File: config.mk
export PLATFORM = sky130hd
export DESIGN_NAME = tes_div
export DESIGN_NICKNAME = d
export VERILOG_FILES = /design/src/sv/tes_pkg.sv /design/src/sv/tes_div.sv
export SDC_FILE = /design/constraint.sdc
export NUM_CORES = 2
export LEC_CHECK = 0
export BUFFER_PORTS_ARGS = -buffer_cell sky130_fd_sc_hd__buf_4
export CAP_MARGIN = 25
export CORE_MARGIN = 4
export CORE_UTILIZATION = 50
export CTS_CLUSTER_DIAMETER = 50
export DETAILED_ROUTE_END_ITERATION = 6
export MAX_ROUTING_LAYER = met4
export PLACE_DENSITY_LB_ADDON = 0.2
export SYNTH_ARGS = -nofsm -noshare
export SYNTH_HDL_FRONTEND = slang
export SYNTH_SLANG_ARGS = --single-unit
File: constraint.sdc
create_clock -name clk -period 3.9 [get_ports clk]
set_input_delay 0.39 -clock clk [delete_from_list [all_inputs] [get_ports clk]]
set_output_delay 0.39 -clock clk [all_outputs]
set_load 0.05 [all_outputs]
File: src/sv/tes_pkg.sv
// ----------------------------------------------------------------------------
// tes_pkg
// Shared types and constants for the triangle edge setup pipeline.
// ----------------------------------------------------------------------------
package tes_pkg;

  localparam int COORD_BITS = 12;
  localparam int FRAC_BITS  = 16;
  localparam int SLOPE_BITS = 32;
  // numerator magnitude: |dx| < 2^(COORD_BITS), shifted by FRAC_BITS
  localparam int NUM_BITS   = COORD_BITS + 1 + FRAC_BITS;
  // divisor dy + 1 is at most 2^COORD_BITS
  localparam int DEN_BITS   = COORD_BITS + 1;
  localparam int ROW_BITS   = 12;
  localparam int N_EDGES    = 3;

  localparam logic [2:0] FLAG_AB = 3'h4;
  localparam logic [2:0] FLAG_BC = 3'h2;
  localparam logic [2:0] FLAG_AC = 3'h1;

  localparam logic [2:0] CODE_CBA = 3'h0;
  localparam logic [2:0] CODE_BCA = 3'h2;
  localparam logic [2:0] CODE_BAC = 3'h3;
  localparam logic [2:0] CODE_CAB = 3'h4;
  localparam logic [2:0] CODE_ACB = 3'h5;

  typedef logic signed [COORD_BITS-1:0] coord_t;

  // one divide request: magnitudes and result sign
  typedef struct packed {
    logic [NUM_BITS-1:0] num;
    logic [DEN_BITS-1:0] den;
    logic                neg;
  } div_req_t;

  // sideband carried alongside the dividers
  typedef struct packed {
    coord_t             top_x;
    coord_t             top_y;
    logic [ROW_BITS-1:0] rows_upper;
    logic [ROW_BITS-1:0] rows_total;
  } side_t;

endpackage

File: src/sv/tes_div.sv
// ----------------------------------------------------------------------------
// tes_div
// Pipelined restoring divider, one quotient bit per stage, sign applied last.
// ----------------------------------------------------------------------------
module tes_div (
  input  logic                                  clk,
  input  tes_pkg::div_req_t                     req,
  output logic signed [tes_pkg::SLOPE_BITS-1:0] quo
);

  localparam int NB = tes_pkg::NUM_BITS;
  localparam int DB = tes_pkg::DEN_BITS;

  // per-stage working state
  logic [NB-1:0] n_r   [NB+1];
  logic [NB-1:0] q_r   [NB+1];
  logic [DB:0]   rem_r [NB+1];
  logic [DB-1:0] d_r   [NB+1];
  logic          neg_r [NB+1];
  logic [NB-1:0] qf_r;

  always_comb begin
    n_r[0]   = req.num;
    q_r[0]   = '0;
    rem_r[0] = '0;
    d_r[0]   = req.den;
    neg_r[0] = req.neg;
  end

  // one quotient bit per stage, msb first
  for (genvar i = 0; i < NB; i++) begin : g_stage
    logic [DB:0] sh;
    logic [DB:0] df;
    always_comb begin
      sh = {rem_r[i][DB-1:0], n_r[i][NB-1-i]};
      df = sh - {1'b0, d_r[i]};
    end
    always_ff @(posedge clk) begin
      n_r[i+1]   <= n_r[i];
      d_r[i+1]   <= d_r[i];
      neg_r[i+1] <= neg_r[i];
      q_r[i+1]   <= q_r[i] | (df[DB] ? '0 : (NB'(1) << (NB-1-i)));
      rem_r[i+1] <= df[DB] ? sh : df;
    end
  end

  // apply sign, sign-extend to slope width
  always_ff @(posedge clk) begin
    qf_r <= neg_r[NB] ? (~q_r[NB] + 1'b1) : q_r[NB];
  end

  assign quo = tes_pkg::SLOPE_BITS'(signed'(qf_r));

endmodule

### Yosys cells after proc, flatten, opt, wreduce, memory -nomap -nowiden

Cells that the tools add are included.

* add/sub/neg operators: 30
* multiplexer cells: 58
* bitwise logic cells: 29

Operators with widths (number)
* $sub A14 B13 Y14: 28
* $mux W13: 28
* $mux W29: 2
* $add A29 B1 Y29 const B: 1
* $not A29 Y29: 1
* $or A29 B1 Y29: 1
* $or A29 B10 Y29: 1
* $or A29 B11 Y29: 1
* $or A29 B12 Y29: 1
* $or A29 B13 Y29: 1
* $or A29 B14 Y29: 1
* $or A29 B15 Y29: 1
* $or A29 B16 Y29: 1
* $or A29 B17 Y29: 1
* $or A29 B18 Y29: 1
* $or A29 B19 Y29: 1
* $or A29 B2 Y29: 1
* $or A29 B20 Y29: 1
* $or A29 B21 Y29: 1
* $or A29 B22 Y29: 1
* $or A29 B23 Y29: 1
* $or A29 B24 Y29: 1
* $or A29 B25 Y29: 1
* $or A29 B26 Y29: 1
* 37 further kinds: 38

* flip-flop bits (word level): 2033
* input bits: 44
* output and inout bits: 32
* word-level logic and storage cells: 261

### Logic depth before layout (Yosys ltp)

* depth in word-level cells: 3
* depth in mapped cells: 10
* mapped depth without buffers: 10

### Worst setup path before layout

OpenSTA, ideal clock, no wires.

* kind: register -> register
* from: register d_r[296] in the netlist's numbering
* to: register rem_r (netlist bit g_stage[8].sh[10])
* arrival time: 2.564 ns
* data required time: 3.779 ns
* slack: 1.215 ns
* stages on the path, launching flop included: 11
* clock period less this slack: 2.685 ns
* cell sequence: dfxtp_1 > inv_1 > ha_1 > buf_2 > a21o_1 > a21oi_1 > or3b_2 > o221ai_1 > xnor2_1 > buf_2 > mux2_2

* longest elaborated chain between the ends: 2

Ends and longest elaborated chain
* from (decl): line tes_div.sv:18 `logic [DB-1:0] d_r [NB+1];`
* from (signal, indexed assignment): line tes_div.sv:40 `d_r[i+1] <= d_r[i];`
* $sub A14 B13 Y14: line tes_div.sv:36 `df = sh - {1'b0, d_r[i]};`
* $mux W13: line tes_div.sv:43 `rem_r[i+1] <= df[DB] ? sh : df;`
* to (signal, indexed assignment): line tes_div.sv:43
* to (decl): line tes_div.sv:17 `logic [DB:0] rem_r [NB+1];`

Every way passes these cells.
A chain may end at the register's enable or synchronous reset.

### Final worst setup path

* from: register d_r[287] in the netlist's numbering
* to: register rem_r (netlist bit g_stage[8].sh[11])

The elaborated chain is that of the path after synthesis.

==> flow_summary_export.csv <==
group,metric,value,unit
status,status,"complete, no violations",
die,boundaryPins,76,
synth,synth_edf_count,0,
die,die_x,345,um
die,die_area,119000,um2
routing,num_vias,34900,
sta,clock_skew,36.0,ps
place,dp_slack,965,ps
clocking,path_clk_slew,60,ps
sta,finalMaxSlewViolations,0,
sta,min_period_over_period,0.755,
clocking,ctsResizeCount,0,
clocking,htree_levels,4,
synth,yosys.area_share.simple,0.0543,
setup_path,slowest_delay,760,ps
routing,drtIter0Drc,1946,
setup_path,crit_fanout,14,
setup_path,cp.required,4520,ps
synth,ys.flop_type,"dfxtp_1",
worst_hold_path,min_to,"n_r[835]",
synth,syn_inst,4992,
power_and_ir_drop,p_per_area,988,nW/um2
setup_path,cp_top_family,"XOR/XNOR gates",
place,gp_congestion,0.883,
setup_path,r2r-start,"d_r[287]",
sta,hold_viol,0,
synth,synth_compound_area_frac,0.145,
sta,finalSetupTns,0,ps
grt,grt_max_degree,30,
cells_and_area,fillers,9396,
cells_and_area,fin_util,0.583,
flow_run,drv_cap,0,
synth,synth_mux_area_frac,0.0670,
synth,avgSynthCellArea,11.4,um2
setup_path,r2r_end,"g_stage[8].sh[11]",
die,die_h,345,um
routing,drc,0,
die,core_area,113000,um2
grt,grtUsageTotal,0.178,
die,row_count,123,
setup_path,path_class,"reg2reg",
synth,ys_async_sr_fraction,0,
routing,wl_per_cell,15.2,um
setup_path,arrival,3560,ps
synth,yosys.area_share.adder,0.0900,
clocking,cts_buffer_depth,3,
clocking,cts_tree,"done",
clocking,root_buffer,"clkbuf_16",
worst_hold_path,hold_depth,2,
setup_path,crit_chain,"inv_1, ha_1, nor2b_1, o31ai_1, a21oi_1, o221ai_1, xnor2_2, mux2_2",
cells_and_area,drive_above_1_share,0.141,
cells_and_area,final_nets,5657,
grt,grt.overflow.total,0,
power_and_ir_drop,ir_drop,0.570,mV
setup_path,cp-start-kind,"flip-flop",
power_and_ir_drop,p_leak,0.0287,uW
place,hpwl,75700,um
synth,yosysUniqueCellTypes,69,
sta,fin_ws,957,ps
worst_hold_path,hold_class,"in2reg",
synth,syn_area,56900,um2
worst_hold_path,worstHoldStart,"req[37]",
setup_path,crit_buf_inv,1,
setup_path,end_kind,"flip-flop",
sta,fmax,340,MHz
setup_path,reg2reg_slack,960,ps
place,io_buffers,75,
sta,relSlewSlack,0.322,
grt,grt_pass1_wl,171000,um
synth,ys_warn_count,0,
cells_and_area,antennaDiodeCount,0,
clocking,clkSinkCount,1627,
clocking,insertion_delay,760,ps
synth,synth-seq-cells,1627,
sta,setup_viol,0,
clocking,cts_setup_buffers,0,
setup_path,cp-startpoint,"d_r[287]",
routing,antenna_left,0,
synth,ys_seq_area_frac,0.573,
synth,synth_xor_area_frac,0.0360,
sta,worst_slew_pin_slew,1020,ps
grt,antenna_found_initial,2,
grt,grt_pass1_vias,34400,
routing,wl,104000,um
sta,rsz0062_at_grt,"false",
sta,min_period,2940,ps
setup_path,cp_num_cells,8,
setup_path,cp_slowest_cell,"xnor2_2",
setup_path,reg2regPathDepth,8,
routing,drtPass1Iterations,5,
routing,vias_per_cell,5.08,
clocking,cts_buffers,168,
synth,synth_top_family_by_area,"compound AO/OA/AOI/OAI gates",
die,initial_core_util,0.505,
cells_and_area,area_growth,15.5,%
## layout make-up
cell class / instances / area (um2) / share of cell area
Sequential cell: 1627 / 32600 / 0.496
Multi-Input combinational cell: 2853 / 22300 / 0.340
Clock buffer: 218 / 4750 / 0.0724
Tap cell: 1500 / 1880 / 0.0286
Inverter: 428 / 1610 / 0.0245
Clock inverter: 99 / 1400 / 0.0213
Timing Repair Buffer: 142 / 1170 / 0.0179
## where the power goes
group / switching [uW] / internal (uW)
combinational: 12500 / 11900
clock: 6730 / 10200
sequential: 2130 / 21500
## what timing repair did
action	4_1_cts	5_1_grt
endpoints found under the setup margin	0	0
hold buffers	43	0
hold endpoints to repair	47	0
## worst max path at each step
| stage | to | slack, ps |
|---|---|---|
| finish | g_stage[8].sh[11] | 960 |
| global route | g_stage[4].sh[12] | 730 |
| CTS | g_stage[8].sh[10] | 940 |
| detailed placement | g_stage[2].sh[2] | 960 |
| global placement | g_stage[8].sh[5] | 980 |
| floorplan | g_stage[8].sh[10] | 1220 |
## metal layers
metal  share of wire  track usage  wire length [um]
met1            0.46        0.220             47700
met2            0.47        0.291             49000
met3           0.039       0.0308              4080
met4           0.034       0.0686              3510
met5               0            -                 0
## placed cells by master, fill, tap and decap left out, drive strengths merged, types with 44 or more instances in the layout
cell / instances
mux2: 307
a21o: 142
ha: 366
nand2: 150
dfxtp: 1627
nor3: 47
nor2: 203
clkbuf: 218
xnor2: 174
xor2: 60
o21ai: 258
a211oi: 80
nand3: 44
o31ai: 52
o21a: 74
o21bai: 48
a21oi: 305
inv: 452
buf: 99
## cell usage after synthesis, types with 13 or more instances
library cell,count,share of area
a211o_1,14,0.0022
dfxtp_1,1627,0.57
nor2b_1,25,0.0028
o21ai_0,257,0.023
o311a_1,16,0.0028
a21boi_0,25,0.0033
o211ai_1,27,0.0036
nand2_1,150,0.0099
o31ai_1,50,0.0066
nor3_1,47,0.0041
or2_2,35,0.0039
xnor2_1,174,0.027
o41ai_1,15,0.0023
o21a_1,74,0.0098
mux2i_1,35,0.0062
buf_2,43,0.0038
nand2b_1,43,0.0047
a2111oi_0,33,0.0051
o21bai_1,48,0.0063
a22oi_1,15,0.0020
nand3b_1,15,0.0020
a211oi_1,80,0.011
nand3_1,44,0.0039
o31a_1,25,0.0039
ha_1,366,0.081
fa_1,27,0.0095
inv_1,428,0.028
nor2_1,203,0.013
a41oi_1,13,0.0020
a21oi_1,305,0.027
clkbuf_1,41,0.0027
mux2_2,307,0.061
xor2_1,60,0.0092
o221ai_1,15,0.0023
a21o_1,142,0.019
## sequential cells by signal (all words and copies together) (netlist names)
register and cells:
d_r 364, g_stage.sh 392, n_r 378, neg_r 29
q_r 435, qf_r 29
## per-stage QoR
stage               area, um2  total power, uW  hold slack (ps)  instances
finish                  65700            64900              276       6867
global route            65700            69300              223       6867
CTS                     65700            65500              200       6867
detailed placement      59100            48200              312       6507
global placement        59100            47900              310       6507
floorplan               56900            42600              310       4996
## logic make-up (layout without fill, tap and decap cells)
logic type,after synthesis,after routing
other,1,5
buffers and inverters,516,887
adder cells (fa/ha/maj),393,393
AO/OA/AOI/OAI,1240,1240
multiplexers,342,342
XOR/XNOR,234,234
flip-flops,1627,1627
AND/OR/NAND/NOR,639,639
## worst register-to-register path: cells and delay by family (launching register included)
family	cells	cell delay [ps]
muxes	1	420
adders and majority gates	1	280
buffers and inverters	1	110
and+or+nand+nor	1	170
xor gates and xnor gates	1	760
AOI/OAI and AO/OA	3	680
DFF	1	390
No activity file was read; power rests on OpenSTA's default activity.
