[src/sv/tes_pkg.sv]
// ----------------------------------------------------------------------------
// tes_pkg
// Shared types and constants for the triangle edge setup pipeline.
// ----------------------------------------------------------------------------
package tes_pkg;

  localparam int COORD_BITS = 12;
  localparam int FRAC_BITS  = 16;
  localparam int SLOPE_BITS = 32;
  // numerator magnitude: |dx| < 2^(COORD_BITS), shifted by FRAC_BITS
  localparam int NUM_BITS   = COORD_BITS + 1 + FRAC_BITS;
  // divisor dy + 1 is at most 2^COORD_BITS
  localparam int DEN_BITS   = COORD_BITS + 1;
  localparam int ROW_BITS   = 12;
  localparam int N_EDGES    = 3;

  localparam logic [2:0] FLAG_AB = 3'h4;
  localparam logic [2:0] FLAG_BC = 3'h2;
  localparam logic [2:0] FLAG_AC = 3'h1;

  localparam logic [2:0] CODE_CBA = 3'h0;
  localparam logic [2:0] CODE_BCA = 3'h2;
  localparam logic [2:0] CODE_BAC = 3'h3;
  localparam logic [2:0] CODE_CAB = 3'h4;
  localparam logic [2:0] CODE_ACB = 3'h5;

  typedef logic signed [COORD_BITS-1:0] coord_t;

  // one divide request: magnitudes and result sign
  typedef struct packed {
    logic [NUM_BITS-1:0] num;
    logic [DEN_BITS-1:0] den;
    logic                neg;
  } div_req_t;

  // sideband carried alongside the dividers
  typedef struct packed {
    coord_t             top_x;
    coord_t             top_y;
    logic [ROW_BITS-1:0] rows_upper;
    logic [ROW_BITS-1:0] rows_total;
  } side_t;

endpackage

[src/sv/tes_sort.sv]
// ----------------------------------------------------------------------------
// tes_sort
// Two-stage front end: vertex sort by y, then edge deltas as divide requests.
// ----------------------------------------------------------------------------
module tes_sort (
  input  logic                                   clk,
  input  logic                                   rst_n,
  input  logic                                   in_vld,
  input  tes_pkg::coord_t                        ax,
  input  tes_pkg::coord_t                        ay,
  input  tes_pkg::coord_t                        bx,
  input  tes_pkg::coord_t                        by,
  input  tes_pkg::coord_t                        cx,
  input  tes_pkg::coord_t                        cy,
  output logic                                   req_vld,
  output tes_pkg::div_req_t [tes_pkg::N_EDGES-1:0] req,
  output tes_pkg::side_t                         side
);

  localparam int CB = tes_pkg::COORD_BITS;
  localparam int DB = tes_pkg::DEN_BITS;
  localparam int RB = tes_pkg::ROW_BITS;

  logic [2:0] code;
  tes_pkg::coord_t tx_nxt, ty_nxt, mx_nxt, my_nxt, bx_nxt, by_nxt;
  tes_pkg::coord_t tx_r, ty_r, mx_r, my_r, bx_r, by_r;
  logic s1_vld_r, s2_vld_r;
  tes_pkg::div_req_t [tes_pkg::N_EDGES-1:0] req_nxt, req_r;
  tes_pkg::side_t side_nxt, side_r;

  // compare flags and sort select
  always_comb begin
    code = ((ay >= by) ? tes_pkg::FLAG_AB : 3'h0)
         | ((by >= cy) ? tes_pkg::FLAG_BC : 3'h0)
         | ((ay >= cy) ? tes_pkg::FLAG_AC : 3'h0);
    case (code)
      tes_pkg::CODE_CBA: begin
        tx_nxt = cx; ty_nxt = cy; mx_nxt = bx; my_nxt = by; bx_nxt = ax; by_nxt = ay;
      end
      tes_pkg::CODE_BCA: begin
        tx_nxt = bx; ty_nxt = by; mx_nxt = cx; my_nxt = cy; bx_nxt = ax; by_nxt = ay;
      end
      tes_pkg::CODE_BAC: begin
        tx_nxt = bx; ty_nxt = by; mx_nxt = ax; my_nxt = ay; bx_nxt = cx; by_nxt = cy;
      end
      tes_pkg::CODE_CAB: begin
        tx_nxt = cx; ty_nxt = cy; mx_nxt = ax; my_nxt = ay; bx_nxt = bx; by_nxt = by;
      end
      tes_pkg::CODE_ACB: begin
        tx_nxt = ax; ty_nxt = ay; mx_nxt = cx; my_nxt = cy; bx_nxt = bx; by_nxt = by;
      end
      default: begin
        tx_nxt = ax; ty_nxt = ay; mx_nxt = bx; my_nxt = by; bx_nxt = cx; by_nxt = cy;
      end
    endcase
  end

  always_ff @(posedge clk) begin
    if (!rst_n) begin
      s1_vld_r <= 1'b0;
      s2_vld_r <= 1'b0;
    end else begin
      s1_vld_r <= in_vld;
      s2_vld_r <= s1_vld_r;
    end
  end

  always_ff @(posedge clk) begin
    tx_r <= tx_nxt; ty_r <= ty_nxt;
    mx_r <= mx_nxt; my_r <= my_nxt;
    bx_r <= bx_nxt; by_r <= by_nxt;
    req_r  <= req_nxt;
    side_r <= side_nxt;
  end

  // build one signed-magnitude request for an edge
  function automatic tes_pkg::div_req_t mk_req(input tes_pkg::coord_t x0,
                                               input tes_pkg::coord_t y0,
                                               input tes_pkg::coord_t x1,
                                               input tes_pkg::coord_t y1);
    logic signed [CB:0] dx;
    logic [CB:0]        mag;
    logic [CB:0]        dy;
    tes_pkg::div_req_t  r;
    dx    = {x1[CB-1], x1} - {x0[CB-1], x0};
    mag   = dx[CB] ? (~dx + 1'b1) : dx;
    dy    = {y0[CB-1], y0} - {y1[CB-1], y1};
    r.num = {mag, {tes_pkg::FRAC_BITS{1'b0}}};
    r.den = DB'(dy) + DB'(1);
    r.neg = dx[CB];
    return r;
  endfunction

  // edge deltas
  always_comb begin
    req_nxt[0] = mk_req(tx_r, ty_r, bx_r, by_r);
    req_nxt[1] = mk_req(tx_r, ty_r, mx_r, my_r);
    req_nxt[2] = mk_req(mx_r, my_r, bx_r, by_r);
    side_nxt.top_x      = tx_r;
    side_nxt.top_y      = ty_r;
    side_nxt.rows_upper = RB'(ty_r - my_r);
    side_nxt.rows_total = RB'(ty_r - by_r);
  end

  assign req_vld = s2_vld_r;
  assign req     = req_r;
  assign side    = side_r;

endmodule

[config.mk]
export PLATFORM = sky130hd
export DESIGN_NAME = tes_sort
export DESIGN_NICKNAME = d
export VERILOG_FILES = /design/src/sv/tes_pkg.sv /design/src/sv/tes_sort.sv
export SDC_FILE = /design/constraint.sdc
export NUM_CORES = 1
export LEC_CHECK = 0
export BUFFER_PORTS_ARGS = -buffer_cell sky130_fd_sc_hd__buf_4
export CORE_MARGIN = 5
export CORE_UTILIZATION = 35
export DETAILED_ROUTE_END_ITERATION = 10
export PLACE_DENSITY = 0.56
export SLEW_MARGIN = 20
export SYNTH_ARGS = -nofsm -noshare
export SYNTH_HDL_FRONTEND = slang
export SYNTH_SLANG_ARGS = --single-unit
[constraint.sdc]
create_clock -name clk -period 7.34 [get_ports clk]
set_input_delay 0 -clock clk [delete_from_list [all_inputs] [get_ports clk]]
set_output_delay 0 -clock clk [all_outputs]
set_load 0.03 [all_outputs]
=== Word-level counts from Yosys, hierarchy flattened ===
Cells that the tools add are included.

* Register bits after elaboration: 203
* Output and inout port bits: 178
* Logic and storage cells: 69

* Add/subtract/negate cells: 14
* $lt $le $gt $ge: 3
* Equal/unequal tests: 4
* Multiplexer cells: 12
* Bitwise logic cells: 5
* Reductions and logical operators: 7

{| class="wikitable"
|+ Operators by type and width
! cell !! count
|-
| one-hot mux 12 bit (2 select lines) || 6
|-
| adder 13 x 1 -> 13 bit, second input constant || 6
|-
| subtractor 12 x 12 -> 13 bit || 6
|-
| NOT 13 bit || 3
|-
| >= comparator 12 bit || 3
|-
| 2-to-1 mux 12 bit || 3
|-
| subtractor 12 bit || 2
|-
| OR reduction 2 bit || 6
|-
| equality test 3 x 2 -> 1 bit, second input constant || 2
|-
| equality test 3 bit, second input constant || 2
|-
| zero test 3 bit || 1
|-
| 2-to-1 mux 3 bit || 1
|-
| bitwise OR 3 x 1 -> 3 bit || 1
|-
| bitwise OR 3 x 2 -> 3 bit || 1
|-
| 2-to-1 mux 2 bit || 1
|-
| 2-to-1 mux 1 bit || 1
|}

=== Logic depth before layout (Yosys ltp) ===
Gate-level depths: netlist of the first run.

* Word-level depth: 7
* Depth in mapped cells: 14
* Depth with buffers taken out: 14

=== Worst setup path after synthesis of the first run ===
OpenSTA, ideal clock, no wires.

* Path type: register to register
* Start point: reg bx_r[0]
* End point: reg req_r (netlist bit req[126])
* Library setup time: 0.132 ns
* Arrival: 2.435 ns
* Required time: 7.208 ns
* Slack: 4.773 ns
* Stages on the path, launching flop included: 13
* Clock period less this slack: 2.567 ns
* Cell sequence: dfxtp_1 inv_1 ha_1 inv_1 fa_1 a21o_1 a21oi_1 xnor2_1 a2111oi_2 nand3_1 nor3_2 a31oi_1 xnor2_1

{| class="wikitable"
|+ RTL lines
! item !! line !! source
|-
| from (decl) || tes_sort.sv:26 || <nowiki>tes_pkg::coord_t tx_r, ty_r, mx_r, my_r, bx_r, by_r;</nowiki>
|-
| from (signal assigned) || tes_sort.sv:71 || <nowiki>bx_r <= bx_nxt; by_r <= by_nxt;</nowiki>
|-
| to (signal assigned) || tes_sort.sv:72 || <nowiki>req_r <= req_nxt;</nowiki>
|-
| to (decl) || tes_sort.sv:28 || <nowiki>tes_pkg::div_req_t [tes_pkg::N_EDGES-1:0] req_nxt, req_r;</nowiki>
|}

=== Worst setup path after layout of the first run ===
* Start point: in by[0]
* End point: reg tx_r[2]

* Cells in the longest elaborated chain, start to end: 7

{| class="wikitable"
|+ RTL lines
! item !! line !! source
|-
| from (decl) || tes_sort.sv:12 || <nowiki>input tes_pkg::coord_t by,</nowiki>
|-
| >= comparator 12 bit (on tied branches) || tes_sort.sv:34, tes_sort.sv:33 ||
|-
| 2-to-1 mux 2 bit or 2-to-1 mux 3 bit (tied branches) || tes_sort.sv:34, tes_sort.sv:33 ||
|-
| bitwise OR 3 x 2 -> 3 bit (*) || tes_sort.sv:34 || <nowiki>| ((by >= cy) ? tes_pkg::FLAG_BC : 3'h0)</nowiki>
|-
| bitwise OR 3 x 1 -> 3 bit (*) || tes_sort.sv:35 || <nowiki>| ((ay >= cy) ? tes_pkg::FLAG_AC : 3'h0);</nowiki>
|-
| equality test 3 bit, or another cell as far along || tes_sort.sv:36 || <nowiki>case (code)</nowiki>
|-
| OR reduction 2 bit (no source line) || - ||
|-
| one-hot mux 12 bit (2 select lines) (*) || tes_sort.sv:36 ||
|-
| net tx_nxt[2] || tes_sort.sv:25 || <nowiki>tes_pkg::coord_t tx_nxt, ty_nxt, mx_nxt, my_nxt, bx_nxt, by_nxt;</nowiki>
|-
| to (signal assigned) || tes_sort.sv:69 || <nowiki>tx_r <= tx_nxt; ty_r <= ty_nxt;</nowiki>
|-
| to (decl) || tes_sort.sv:26 ||
|}

Mark *: on every way through the listed nets, which the timed path passes. The rest lies on a longest branch.
A chain may end at the register's enable or synchronous reset.

==> results of run 1 <==
[layout by cell type (no fill, tap or decap), types with 37 or more instances in the layout]
cell type,n
sky130_fd_sc_hd__a21oi_1,62
sky130_fd_sc_hd__buf_4,211
sky130_fd_sc_hd__conb_1,48
sky130_fd_sc_hd__dfxtp_1,203
sky130_fd_sc_hd__dlygate4sd3_1,129
sky130_fd_sc_hd__ha_1,148
sky130_fd_sc_hd__inv_1,155
sky130_fd_sc_hd__nand2_1,45
sky130_fd_sc_hd__nor2_1,151
sky130_fd_sc_hd__o21ai_0,37
sky130_fd_sc_hd__o22ai_1,50
sky130_fd_sc_hd__xnor2_1,67
sky130_fd_sc_hd__xor2_1,37
[worst min path at each step]
stage | startpoint | end | cells after the start
after floorplan | rst_n | req_vld | 1
after global placement | in_vld | s1_vld_r | 2
after detailed placement | in_vld | s1_vld_r | 2
after CTS | rst_n | req_vld | 3
after global routing | rst_n | req_vld | 3
final | rst_n | req_vld | 3
[per-layer routing]
layer	track usage (%)	routed length, um
met5	0	0
met4	5.074	803
met3	2.840	2198
met2	28.92	15360
met1	25.21	16020
[power groups by stage]
stage                     clock network (mW)  registers (mW)  logic, mW
after global routing                    1.35            1.80       4.25
after CTS                               1.31            1.76       3.89
after floorplan                            0            2.36       2.03
after detailed placement                   0            1.78       3.77
after global placement                     0            1.78       3.72
final                                   1.27            1.75       3.87
[worst max-delay path, stage by stage]
cell and delay (ns):
sky130_fd_sc_hd__dlygate4sd3_1 0.52, sky130_fd_sc_hd__buf_4 0.12, sky130_fd_sc_hd__inv_1 0.05, sky130_fd_sc_hd__ha_1 0.27
sky130_fd_sc_hd__nand2b_1 0.14, sky130_fd_sc_hd__a21o_1 0.20, sky130_fd_sc_hd__a211o_1 0.33, sky130_fd_sc_hd__a21oi_2 0.20
sky130_fd_sc_hd__o22ai_2 0.19, sky130_fd_sc_hd__or2_2 0.62, sky130_fd_sc_hd__o22ai_1 0.22, sky130_fd_sc_hd__dlygate4sd3_1 0.59
sky130_fd_sc_hd__nor2_1 0.05, sky130_fd_sc_hd__dlygate4sd3_1 0.55
[kinds of logic after synthesis]
kind of cell | count (synthesis) | share of synthesized area [%]
xor gates and xnor gates | 105 | 7.888
and+or+nand+nor | 292 | 11.60
muxes | 7 | 0.6546
DFF | 203 | 34.86
adders and majority gates | 172 | 20.00
buffers and inverters | 228 | 9.197
other | 1 | 0.03216
AOI/OAI and AO/OA | 271 | 15.77
[repair_timing]
item	4_1_cts	5_1_grt
endpoints found under the setup margin	0	0
hold buffers	129	0
resized for setup	0	0
hold endpoints to repair	74	0
[metrics by stage]
step / util [%] / total power, mW
floorplan: - / 4.392
global placement: 41.28 / 5.497
detailed placement: 41.28 / 5.547
CTS: 47.84 / 6.956
global route: 47.87 / 7.399
finish: 47.87 / 6.890
[flip-flops by register name (all words and copies together), names as in the netlist]
signal	flops
bx_r	12
by_r	12
mx_r	12
my_r	12
req	81
req_vld	1
s1_vld_r	1
side	48
tx_r	12
ty_r	12
[layout make-up]
type	count	area (um^2)	area share (%)
timing repair buffer	340	2875	18.37
clock buffer	32	681.9	4.356
clock inverter	12	171.4	1.095
tap	442	553.0	3.533
multi-input combinational	895	6720	42.93
inverter	156	585.6	3.741
sequential	203	4064	25.96
antenna	1	2.502	0.01599
==> run summary, run 1 <==
For the pin with the worst max-slew slack, the measured transition is 0.8764 ns. The leakage component of the power was 7.487 nW. Setup repair after global routing left no endpoint under its margin. The power density relative to cell area is 440.1 nW/um^2.

The via count of the first global-routing pass is 10,020. In this run, placement finished with an instance count of 1,907. The final cell count without fillers is 2,081, and the residual DRC count is 0. With fillers left out, the area of the finished cells amounts to 15,650 um^2. For the worst-skew pair, the clock arrives at the later sink with an insertion delay of 0.52 ns. The share of cells above drive strength 1 works out to 16.97%.

The run gives 0 as the number of endpoints failing setup at the final stage. After detailed routing, the number of vias per cell comes to 4.742. The most critical setup path has its endpoint at tx_r[2]. Registers are responsible for 25.4% of the overall power. After floorplanning, the core was sized to cover 32,700 um^2.

Data arrives at the worst endpoint at 4.08 ns. The die outline width is 192.5 um, and the combinational share of power is 56.2%. Entering global routing, the biggest net connects 25 pins. In the synthesized netlist, the number of instances is 1,279. The tools report the share of synthesized area occupied by flip-flops and latches as 34.86%. After synthesis, the cell types taking the most area are sky130_fd_sc_hd__dfxtp_1, sky130_fd_sc_hd__ha_1, sky130_fd_sc_hd__xnor2_1. The run gives 0 as the number of warnings printed during yosys synthesis. The initial antenna violation count was 1; the max capacitance violation total was 0. The share of total power dissipated in the clock network is 18.4%. Once the clock tree was built, the setup fixing pass inserted 0 buffers.

The placed instances occupy a cell area of 13,500 um^2. Counting instances in the post-synthesis netlist gives the leading cell types as sky130_fd_sc_hd__dfxtp_1, sky130_fd_sc_hd__inv_1, sky130_fd_sc_hd__nor2_1. The flow ran to the end, and the final reports show no timing, DRC or antenna violations.

For this block, the via count after detailed routing is 9,869. The logs give 0 for the post-route antenna net violation count and 37,060 um^2 for the full die area. The minimum period implied by the final worst setup slack was 3.682 ns. The clock slew seen by the registers of the worst setup and hold paths is 0.06 ns. Clock tree synthesis inserted a total of 24 buffers. For this configuration, the core starts out at a cell density of 35.65%. For the highest achievable clock rate, the log shows 271.6 MHz.

Along the worst path, the maximum fanout reaches 24. TritonCTS built the clock tree. Of the available clock period, the critical path in the final layout requires 50.16%.

Among all cell types in the netlist, the one instantiated most often is sky130_fd_sc_hd__dfxtp_1. The fraction of synthesis flops using an asynchronous set or reset pin works out to 0%. The tools report the distinct cell type count after synthesis as 69. The final setup TNS came out at 0 ns.

After filler insertion, the fill cell instance count of the layout stands at 3,178. Master cell of the clock root buffer: sky130_fd_sc_hd__clkbuf_16. For the worst hold slack, the log shows 0.2606 ns.

The run gives 0.2062 mV as the worst-case vdd ir drop. Total wire length after detailed routing: 34.39 mm. The max-slew headroom at the worst pin was 40.42%. Pin placement for this block handled 253 I/O pins.

Relative to the synthesized area, the layout overhead comes to 34.27%. The number of sinks driven by the clock tree was 203. The overflow left after global routing was 0; the all-layer global routing usage was 18.03%. Across all setup checks in the final design, the least slack found is 3.658 ns. The run gives 0.9038 as the routability congestion estimate from global placement. Tracing the worst setup path back leads to its startpoint at by[0]. For the net switching power, the log shows 2.978 mW. In the final routed layout, each cell accounts on average for 16.52 um. The run gives 1,867 as the final layout net count. For the slack of the worst reg-to-reg path, the log shows 4.31 ns. The tightest min-delay check is of the in2reg type.

The startpoint identified for the worst register-to-register timing path is my_r[1]. The worst setup path is launched from an input port. The final-report max-slew violation count is 0.

The worst slack at placement is 4.163 ns, and the half-perimeter wire length of the detailed placement result is 27.15 mm. The tools report the site row count as 66. Data on the critical path is required at its endpoint by 7.74 ns. For the final database, setup skew stands at 0.01277 ns. The depth of the CTS H-tree is 1. The classification of the worst setup path is in2reg. STA classifies the critical path endpoint as a register.

In this run, synthesis produced a sequential element count of 203. The floorplan step set the die height to 192.5 um. The clock passes through at most 3 buffers.

In this run the critical register-to-register path is captured at req[98]. In the synthesized netlist the dominant register cell turns out to be sky130_fd_sc_hd__dfxtp_1. Net switching is 43.23% of the power.

During placement, the flow inserted port buffers numbering 204. The number of detailed-routing iterations run before antenna repair is 5. The internal portion of the total power is 3.911 mW.

In this run, synthesis inferred 0 flip-flops with an integrated enable. For the final-report hold violation count, the log shows 0. The fraction of post-synthesis cell area in the top cell type by area was 34.86%. The first global-routing pass estimated 53.14 mm of wire. The number of violations reported at the end of detailed-routing iteration 0 is 565. Summing every instance area after synthesis gives 11,660 um^2.

Summed over all instances, the cell type with the most area after synthesis is sky130_fd_sc_hd__dfxtp_1. The worst register-to-register path has a depth of 14. The post-synthesis area per instance is 9.115 um^2.
Power figures use the tool's default switching activity.
==> run 2: changes to the inputs <==
--- a/config.mk
+++ b/config.mk
@@ -5,11 +5,12 @@
 export SDC_FILE = /design/constraint.sdc
 export NUM_CORES = 1
 export LEC_CHECK = 0
+export ABC_AREA = 1
 export BUFFER_PORTS_ARGS = -buffer_cell sky130_fd_sc_hd__buf_4
 export CORE_MARGIN = 5
 export CORE_UTILIZATION = 35
 export DETAILED_ROUTE_END_ITERATION = 10
-export PLACE_DENSITY = 0.56
+export PLACE_DENSITY = 0.58
 export SLEW_MARGIN = 20
 export SYNTH_ARGS = -nofsm -noshare
 export SYNTH_HDL_FRONTEND = slang
==> constraint.sdc (replaced) <==
create_clock -name clk -period 3 [get_ports clk]
set_input_delay 0 -clock clk [delete_from_list [all_inputs] [get_ports clk]]
set_output_delay 0 -clock clk [all_outputs]
set_load 0.03 [all_outputs]
==> run 2 against run 1 <==
Compared with the run above:
- sequential power rose to 2.6 times the previous value
- cell count is 20% higher
- area after synthesis grew 8.5%
- largest cell class unchanged
- die area grew 8.1%
- sequential share of layout area decreased by 1.5 points
- flip-flop and latch count unchanged
- routed wire length is 13% higher
- register-to-register slack worse by 4.0 ns
- global-route usage up 0.77 points
- synthesized cell count is 31% higher
- design area rose by 6.3%
- highest routed layer is now met5
==> run summary, run 2 <==
The tools report the capturing point of the worst reg2reg path as req[12]. The congestion estimate from routability-driven global placement came to 0.8865. The routed layout has 11,500 vias.

The worst setup path is captured at a register. The full die area came out at 40,040 um^2. The number of warnings printed during yosys synthesis came out at 0.

The depth of the CTS H-tree was 1; the max-slew headroom at the worst pin was 60.92%. The cell area that synthesis handed to floorplanning was 12,650 um^2. Once the floorplan was initialized, standard cells occupied 35.48% of the core.

The count of buffer and inverter cells on the critical path was 6. Including well taps, the total number of placed cells is 2,319. The tools report the initial antenna violation count as 4.

The fraction of synthesis flops using an asynchronous set or reset pin works out to 0%. The number of cells on the worst reg-to-reg path was 13. The pin count of the biggest net entering global routing is 25. For the final setup TNS, the log shows 0 ns.

For this run the aggregate overflow at the end of global routing stands at 0. The share of synthesized area in the top cell type comes to 32.13%. The critical path launch point is ay[11].

For this design, the sink count on the clock tree is 203. The residual DRC count was 0. Clock-pin slew was measured on the worst setup and hold paths at 0.06 ns. The synthesized design contains 203 register bits. Via count of the first global-routing pass: 11,650.

The library cells used most frequently in the layout, excluding fill and tap cells, are sky130_fd_sc_hd__nand2_1, sky130_fd_sc_hd__inv_1, sky130_fd_sc_hd__buf_4, sky130_fd_sc_hd__dfxtp_1, sky130_fd_sc_hd__nand3_1. Timing would allow up to 354.6 MHz. The worst setup path is of the in2reg kind. Clock insertion delay at the later pin of the skew report: 0.53 ns.

For the final-report hold violation count, the log shows 0. The die extent in y is 200.1 um, and the number of endpoints failing setup at the final stage is 0. The total clock buffers created by CTS is 23, and the number of vias per cell after detailed routing is 4.615. TritonCTS built the clock tree. The wire length of the first global-routing pass is 61.85 mm, and the share of synthesized area occupied by flip-flops and latches is 32.13%.

For the final-report max-slew violation count, the log shows 0. Dividing the final minimum period by the clock period gives 93.99%. For this run, the slowest stage of the critical path takes 0.59 ns. By instance count, the leading cell after synthesis is sky130_fd_sc_hd__nand2_1. The synthesized design contains 0 enable-type register cells. Leaving out filler cells and counting taps, the final layout contains 2,491. The final worst clock skew was 0.01333 ns.

Top cell family by delay on the critical path: buffers and inverters. The boundary pin count was 253. Summed over all layers, the routed wires come to 38.77 mm. Post-synthesis area per instance: 7.561 um^2. The endpoint of the worst hold path was req_vld. Across all register-to-register paths, the minimum setup slack is 0.27 ns.

Dividing the detail-routed wire length by the instance count gives 15.56 um. The register with the most flip-flops in the layout has 81 of them. After synthesis, the most frequently instantiated cells are sky130_fd_sc_hd__nand2_1, sky130_fd_sc_hd__inv_1, sky130_fd_sc_hd__dfxtp_1. In this run the most critical hold path is launched from rst_n. Summed over all cells, the static leakage comes to 8.778 nW. From synthesis to final layout, the design area changed by 31.59%.

For this run, the detailed router's first-pass iteration total came to 7. For the pin with the worst max-slew slack, the measured transition is 0.5850 ns. The max capacitance violation total is 0.

The post-route antenna net violation count was 0; the site row count was 69. The count of buffers added on input and output ports is 204. The smallest clock period supported by the final layout is computed as 2.820 ns. STA classifies the critical path startpoint as an input port. The die is 200.1 um wide.

Synthesis produced a netlist whose cell count is 1,673. In the global route stage, overall resource usage came out at 18.80%. The startpoint of the most critical register-to-register path is by_r[1].

The largest individual stage delay along the critical path comes from the cell sky130_fd_sc_hd__dlygate4sd3_1. The signal on the critical path passes through dlygate4sd3_1 > buf_4 > ha_1 > nand2_1 > nor2_1 > nand2_1 > clkinv_1 > nand2_1 > nand3_1 > nand2_1 > inv_2 > nor2_4 > nand2_4 > nand2_8 > inv_2 > nand2_1 > nand3_1 > dlygate4sd3_1. The power density relative to cell area was 1163 nW/um^2. The cell type with the highest aggregate area in the netlist is sky130_fd_sc_hd__dfxtp_1. Counting along the longest clock path gives a buffer depth of 3. Along the worst hold path, the cell count comes to 4.

Across the VDD grid, the largest voltage drop is 0.4533 mV. For the number of violations reported at the end of detailed-routing iteration 0, the log shows 669. Leaving out fill and tap cells, the most frequent cell in the layout is sky130_fd_sc_hd__nand2_1. The half-perimeter wire length of the detailed placement result came out at 31.23 mm.

The floorplan step defined a core boundary enclosing 35,660 um^2. Class of the tightest hold or removal check: in2reg. The synthesized netlist contains 38 unique library cells.

The run gives 3.40 ns as the required time of the critical path. Among all flip-flop cells after synthesis, the most frequent one is sky130_fd_sc_hd__dfxtp_1. The largest fanout on the critical path is 13.

The run finished with clean final reports. The most numerous cell on the critical path is sky130_fd_sc_hd__nand2_1. The logs give 2,257 for the final layout net count and 3.22 ns for the critical path data arrival time. The post-route netlist has 14.06% of its cells at a drive strength greater than 1.

Yosys attributes the largest share of cell area to sky130_fd_sc_hd__dfxtp_1, sky130_fd_sc_hd__ha_1, sky130_fd_sc_hd__nand2_1. The master cell of the clock root buffer is sky130_fd_sc_hd__clkbuf_16.
## run 2: cell families (layout without fill, tap and decap cells)
group / count (synthesis) / in the layout / synth area share (%)
compound gates: 163 / 163 / 7.784
other cells: 1 / 51 / 0.02965
fa+ha+maj: 172 / 172 / 18.44
xor+xnor: 82 / 82 / 5.796
flops: 203 / 203 / 32.13
buf+inv: 357 / 663 / 12.62
simple gates: 695 / 696 / 23.20
## run 2: timing repair
action,CTS,global route
hold buffers,122,0
endpoints found under the hold margin,74,0
endpoints found under the setup margin,0,47
setup buffers,0,4
resized for setup,0,27
## run 2: metrics by stage
| stage | hold WS [ns] | worst slack (ns) | total power [mW] | util, % | area (um^2) |
|---|---|---|---|---|---|
| after floorplan | 0.09345 | 0.6491 | 12.65 | - | 12830 |
| after global placement | 0.1843 | 0.3818 | 16.04 | 40.58 | 14470 |
| after detailed placement | 0.1929 | 0.3087 | 16.17 | 40.58 | 14470 |
| after CTS | 0.1850 | 0.02870 | 19.45 | 46.24 | 16490 |
| after global routing | 0.2537 | -0.04075 | 21.09 | 46.69 | 16650 |
| final | 0.2172 | 0.1802 | 19.36 | 46.69 | 16650 |
## run 2: worst min-delay path: stages
cell and delay [ns]:
sky130_fd_sc_hd__dlygate4sd3_1 0.53, sky130_fd_sc_hd__buf_4 0.11, sky130_fd_sc_hd__nand2_1 0.04, sky130_fd_sc_hd__inv_1 0.04
## run 2: worst max-delay path by stage
stage              end  slack [ns]  cells after the start
4_1_cts        my_r[0]        0.03                     17
5_1_grt        bx_r[0]       -0.04                     18
6_report       bx_r[0]        0.18                     18
3_5_place_dp   req[12]        0.31                     13
2_1_floorplan  req[12]        0.65                     13
3_3_place_gp   req[12]        0.38                     13
## run 2: layout make-up
class | count | area (um^2)
Timing Repair Buffer | 340 | 2889
Antenna cell | 3 | 7.507
Fill cell | 3543 | 19010
Tap cell | 461 | 576.8
Clock buffer | 35 | 700.7
Multi-Input combinational cell | 1161 | 7248
Sequential cell | 203 | 4064
Inverter | 281 | 1064
Clock inverter | 7 | 96.34
## run 2: per-layer routing
layer  vias to the layer above  wire length (um)  track usage (%)
li1                       5884                 -                -
met1                      5168             18240            26.11
met2                       372             17060            30.50
met3                        71              2207            2.523
met4                         2              1251            5.950
met5                         -                 7                0
## run 2: power breakdown
| group | switching (mW) | internal (mW) |
|---|---|---|
| sequential | 0.569 | 3.95 |
| combinational | 7.50 | 4.46 |
| clock | 1.09 | 1.78 |
==> run 3: changes to the inputs <==
--- a/config.mk
+++ b/config.mk
@@ -10,7 +10,7 @@
 export CORE_MARGIN = 5
 export CORE_UTILIZATION = 35
 export DETAILED_ROUTE_END_ITERATION = 10
-export PLACE_DENSITY = 0.58
+export PLACE_DENSITY_LB_ADDON = 0.2
 export SLEW_MARGIN = 20
 export SYNTH_ARGS = -nofsm -noshare
 export SYNTH_HDL_FRONTEND = slang
==> run 3 against run 2 <==
Compared with the run above:
- core utilization down 0.28 points
- setup slack got worse by 0.0075 ns
- non-clock buffer count is the same
- register-to-register slack about the same
- worst hold slack got worse by 0.15 ns
- highest routed layer unchanged
- cell count decreased by 0.24%
- clock skew is 0.0018 ns lower
==> run summary, run 3 (synthesis gave the netlist of run 2 again) <==
The count of inserted antenna diode cells is 0, and the number of cells on the worst reg-to-reg path is 13. The post-route netlist has 13.83% of its cells at a drive strength greater than 1. The run gives 0.52 ns as the clock insertion delay at the later pin of the skew report. The die outline width came out at 200.1 um.

For the post-route antenna net violation count, the log shows 0. Final worst clock skew: 0.01154 ns. For this design, the sink count on the clock tree is 203. Fraction of power consumed by sequential logic: 23.4%. The detailed router finished its first iteration with 694 violations. IR analysis of the VDD net gives a maximum drop of 0.4196 mV. In this run the worst path has a maximum fanout of 28.

Highest-delay cell along the critical path: sky130_fd_sc_hd__dlygate4sd3_1. The worst setup path is of the in2reg kind. In this run switching power makes up 47.31% of total power. The tools report the boundary pin count as 253. The tools report the capturing point of the worst reg2reg path as req[12]. In this run the power density over the cells is 1167 nW/um^2. The post-synthesis to final-layout area growth is 30.79%, and the final-report hold violation count is 0.

The number of detailed-routing iterations run before antenna repair came out at 5. Per report_power, the clock group accounts for 14.8% of the total. Based on the critical path, the design can be clocked at up to 353.7 MHz. Dividing the detail-routed wire length by the instance count gives 15.42 um. The run finished with clean final reports. Traced cell by cell, the critical path runs through dlygate4sd3_1 > buf_4 > inv_1 > ha_1 > nand2_1 > nor2_1 > nand2_1 > clkinv_1 > nand2_1 > nand3_1 > nand2_1 > nand3_1 > nand2_4 > nand2_8 > inv_2 > nand2_1 > o211ai_1 > dlygate4sd3_1. Setup repair after global routing could not meet its margin everywhere. The register with the most flip-flops in the layout has 81 of them. Number of port buffers: 204. The core region is 35,660 um^2. The ratio of final minimum period to clock period is 94.25%, and the clock slew seen by the registers of the worst setup and hold paths is 0.06 ns. The initial utilization of the core area, before any placement, comes to 35.48%.

The tools report the wire length of the first global-routing pass as 61.03 mm. The pin slew with the least headroom to its limit is 0.5907 ns, and the combinational share of power is 61.8%. The initialized floorplan defines 69 standard-cell rows. The max-slew headroom at the worst pin is 60.56%, and the buffer depth of the longest clock path is 3. Among the stages of the critical path, the cell type that occurs most often is sky130_fd_sc_hd__nand2_1. The minimum period implied by the final worst setup slack is 2.827 ns, and the worst hold slack is 0.06809 ns. The worst hold path begins at cy[11]. The worst register-to-register path begins at by_r[1].

The logs give 14,490 um^2 for the instance area at placement and 11,290 for the via count of the first global-routing pass. The depth of the CTS H-tree came out at 1. Setup violations remaining at the end of the flow were counted as 0. The die covers 40,040 um^2. The half-perimeter wire length of the detailed placement result came out at 31.45 mm. The path with the worst hold slack has its endpoint at ty_r[11]. Wires add up to 38.32 mm. The run gives 2,256 as the final layout net count.

In the routed layout, each cell is associated on average with a via count of 4.594. TritonCTS built the clock tree. In the routed design, unresolved DRC markers number 0. The critical path endpoint category is a register. From bottom edge to top edge, the die measures 200.1 um.

The analysis attributes to net switching a power of 9.133 mW. Leaving out fill and tap cells, the most frequent cell in the layout is sky130_fd_sc_hd__nand2_1. Data arrives at the worst endpoint at 3.28 ns. The internal power of the cells totals 10.17 mW. Max-cap violations in this run came to 0. The routability congestion estimate from global placement is 0.8629, and the total clock buffers created by CTS is 23. For the required time of the critical path, the log shows 3.46 ns. After routing the design area is 16,540 um^2.

The pin count of the biggest net entering global routing was 29; the overflow left after global routing was 0. The worst setup path is launched from an input port. For this run, the total global-route usage over all layers was measured as 18.50%. CTS placed an instance of sky130_fd_sc_hd__clkbuf_16 at the clock tree root. Summed over all cells, the static leakage comes to 8.719 nW. For this run, the slowest stage of the critical path takes 0.58 ns. The logs give 0 for the final-report max-slew violation count and 0.27 ns for the slack of the worst reg-to-reg path. The class of the tightest hold or removal check was in2reg. Summing over every cut layer, the via total after detailed routing is 11,420. The worst hold path passes through 3 cells. The top cell types in the final layout, fill and taps aside, are sky130_fd_sc_hd__nand2_1, sky130_fd_sc_hd__inv_1, sky130_fd_sc_hd__buf_4, sky130_fd_sc_hd__dfxtp_1, sky130_fd_sc_hd__nand3_1.

The run gives 1 as the initial antenna violation count.
-- run 3: power groups by stage --
stage          sequential [mW]  clock (mW)  combinational, mW
2_1_floorplan             6.03           0               6.62
3_3_place_gp              4.58           0               11.5
3_5_place_dp              4.60           0               11.6
4_1_cts                   4.54        2.94               12.0
5_1_grt                   4.64        3.06               13.3
6_report                  4.51        2.86               11.9
-- run 3: metal layers --
layer  vias to the layer above  share of wire [%]  GRT usage [%]
met3                        62                6.1          2.862
met5                         -              0.034              0
met2                       379                 43          29.34
li1                       5877                  -              -
met4                         2                2.3          4.795
met1                      5096                 48          26.43
-- run 3: repair_timing --
item                                   4_1_cts  5_1_grt
gates resized for setup                      0       13
endpoints found under the hold margin       74        0
hold buffers                               122        0
setup endpoints to repair                    0       42
setup buffers                                0        2
-- run 3: how the worst max path moves through the flow --
| stage | from | to | depth (start not counted) |
|---|---|---|---|
| 3_5_place_dp | by_r[1] | req[12] | 13 |
| 6_report | by[11] | by_r[0] | 18 |
| 5_1_grt | ay[11] | by_r[0] | 17 |
| 2_1_floorplan | by_r[1] | req[12] | 13 |
| 3_3_place_gp | by_r[1] | req[12] | 13 |
| 4_1_cts | by[11] | my_r[0] | 18 |
-- run 3: final cells by class --
class | count | area, um^2
clock inverters | 6 | 113.9
inverters | 281 | 1061
well taps | 461 | 576.8
repair buffers | 340 | 2869
flip-flops and latches | 203 | 4064
fillers | 3546 | 19110
multi-input cells | 1160 | 7203
clock buffers | 34 | 656.9
-- run 3: worst max-delay path: cells and delay by family --
| kind | cells | cell delay [ns] |
|---|---|---|
| buf+inv | 6 | 1.70 |
| simple gates | 10 | 1.12 |
| fa+ha+maj | 1 | 0.31 |
| compound gates | 1 | 0.10 |
-- run 3: metrics by stage --
step / TNS, ns / std cells / util (%) / total power [mW] / setup WS [ns]
2_1_floorplan: 0 / 1720 / - / 12.65 / 0.6491
3_3_place_gp: 0 / 2321 / 40.63 / 16.07 / 0.3867
3_5_place_dp: 0 / 2321 / 40.63 / 16.20 / 0.3143
4_1_cts: 0 / 2483 / 46.21 / 19.44 / 0.04863
5_1_grt: -0.05437 / 2485 / 46.40 / 20.98 / -0.01706
6_report: 0 / 2485 / 46.40 / 19.30 / 0.1726
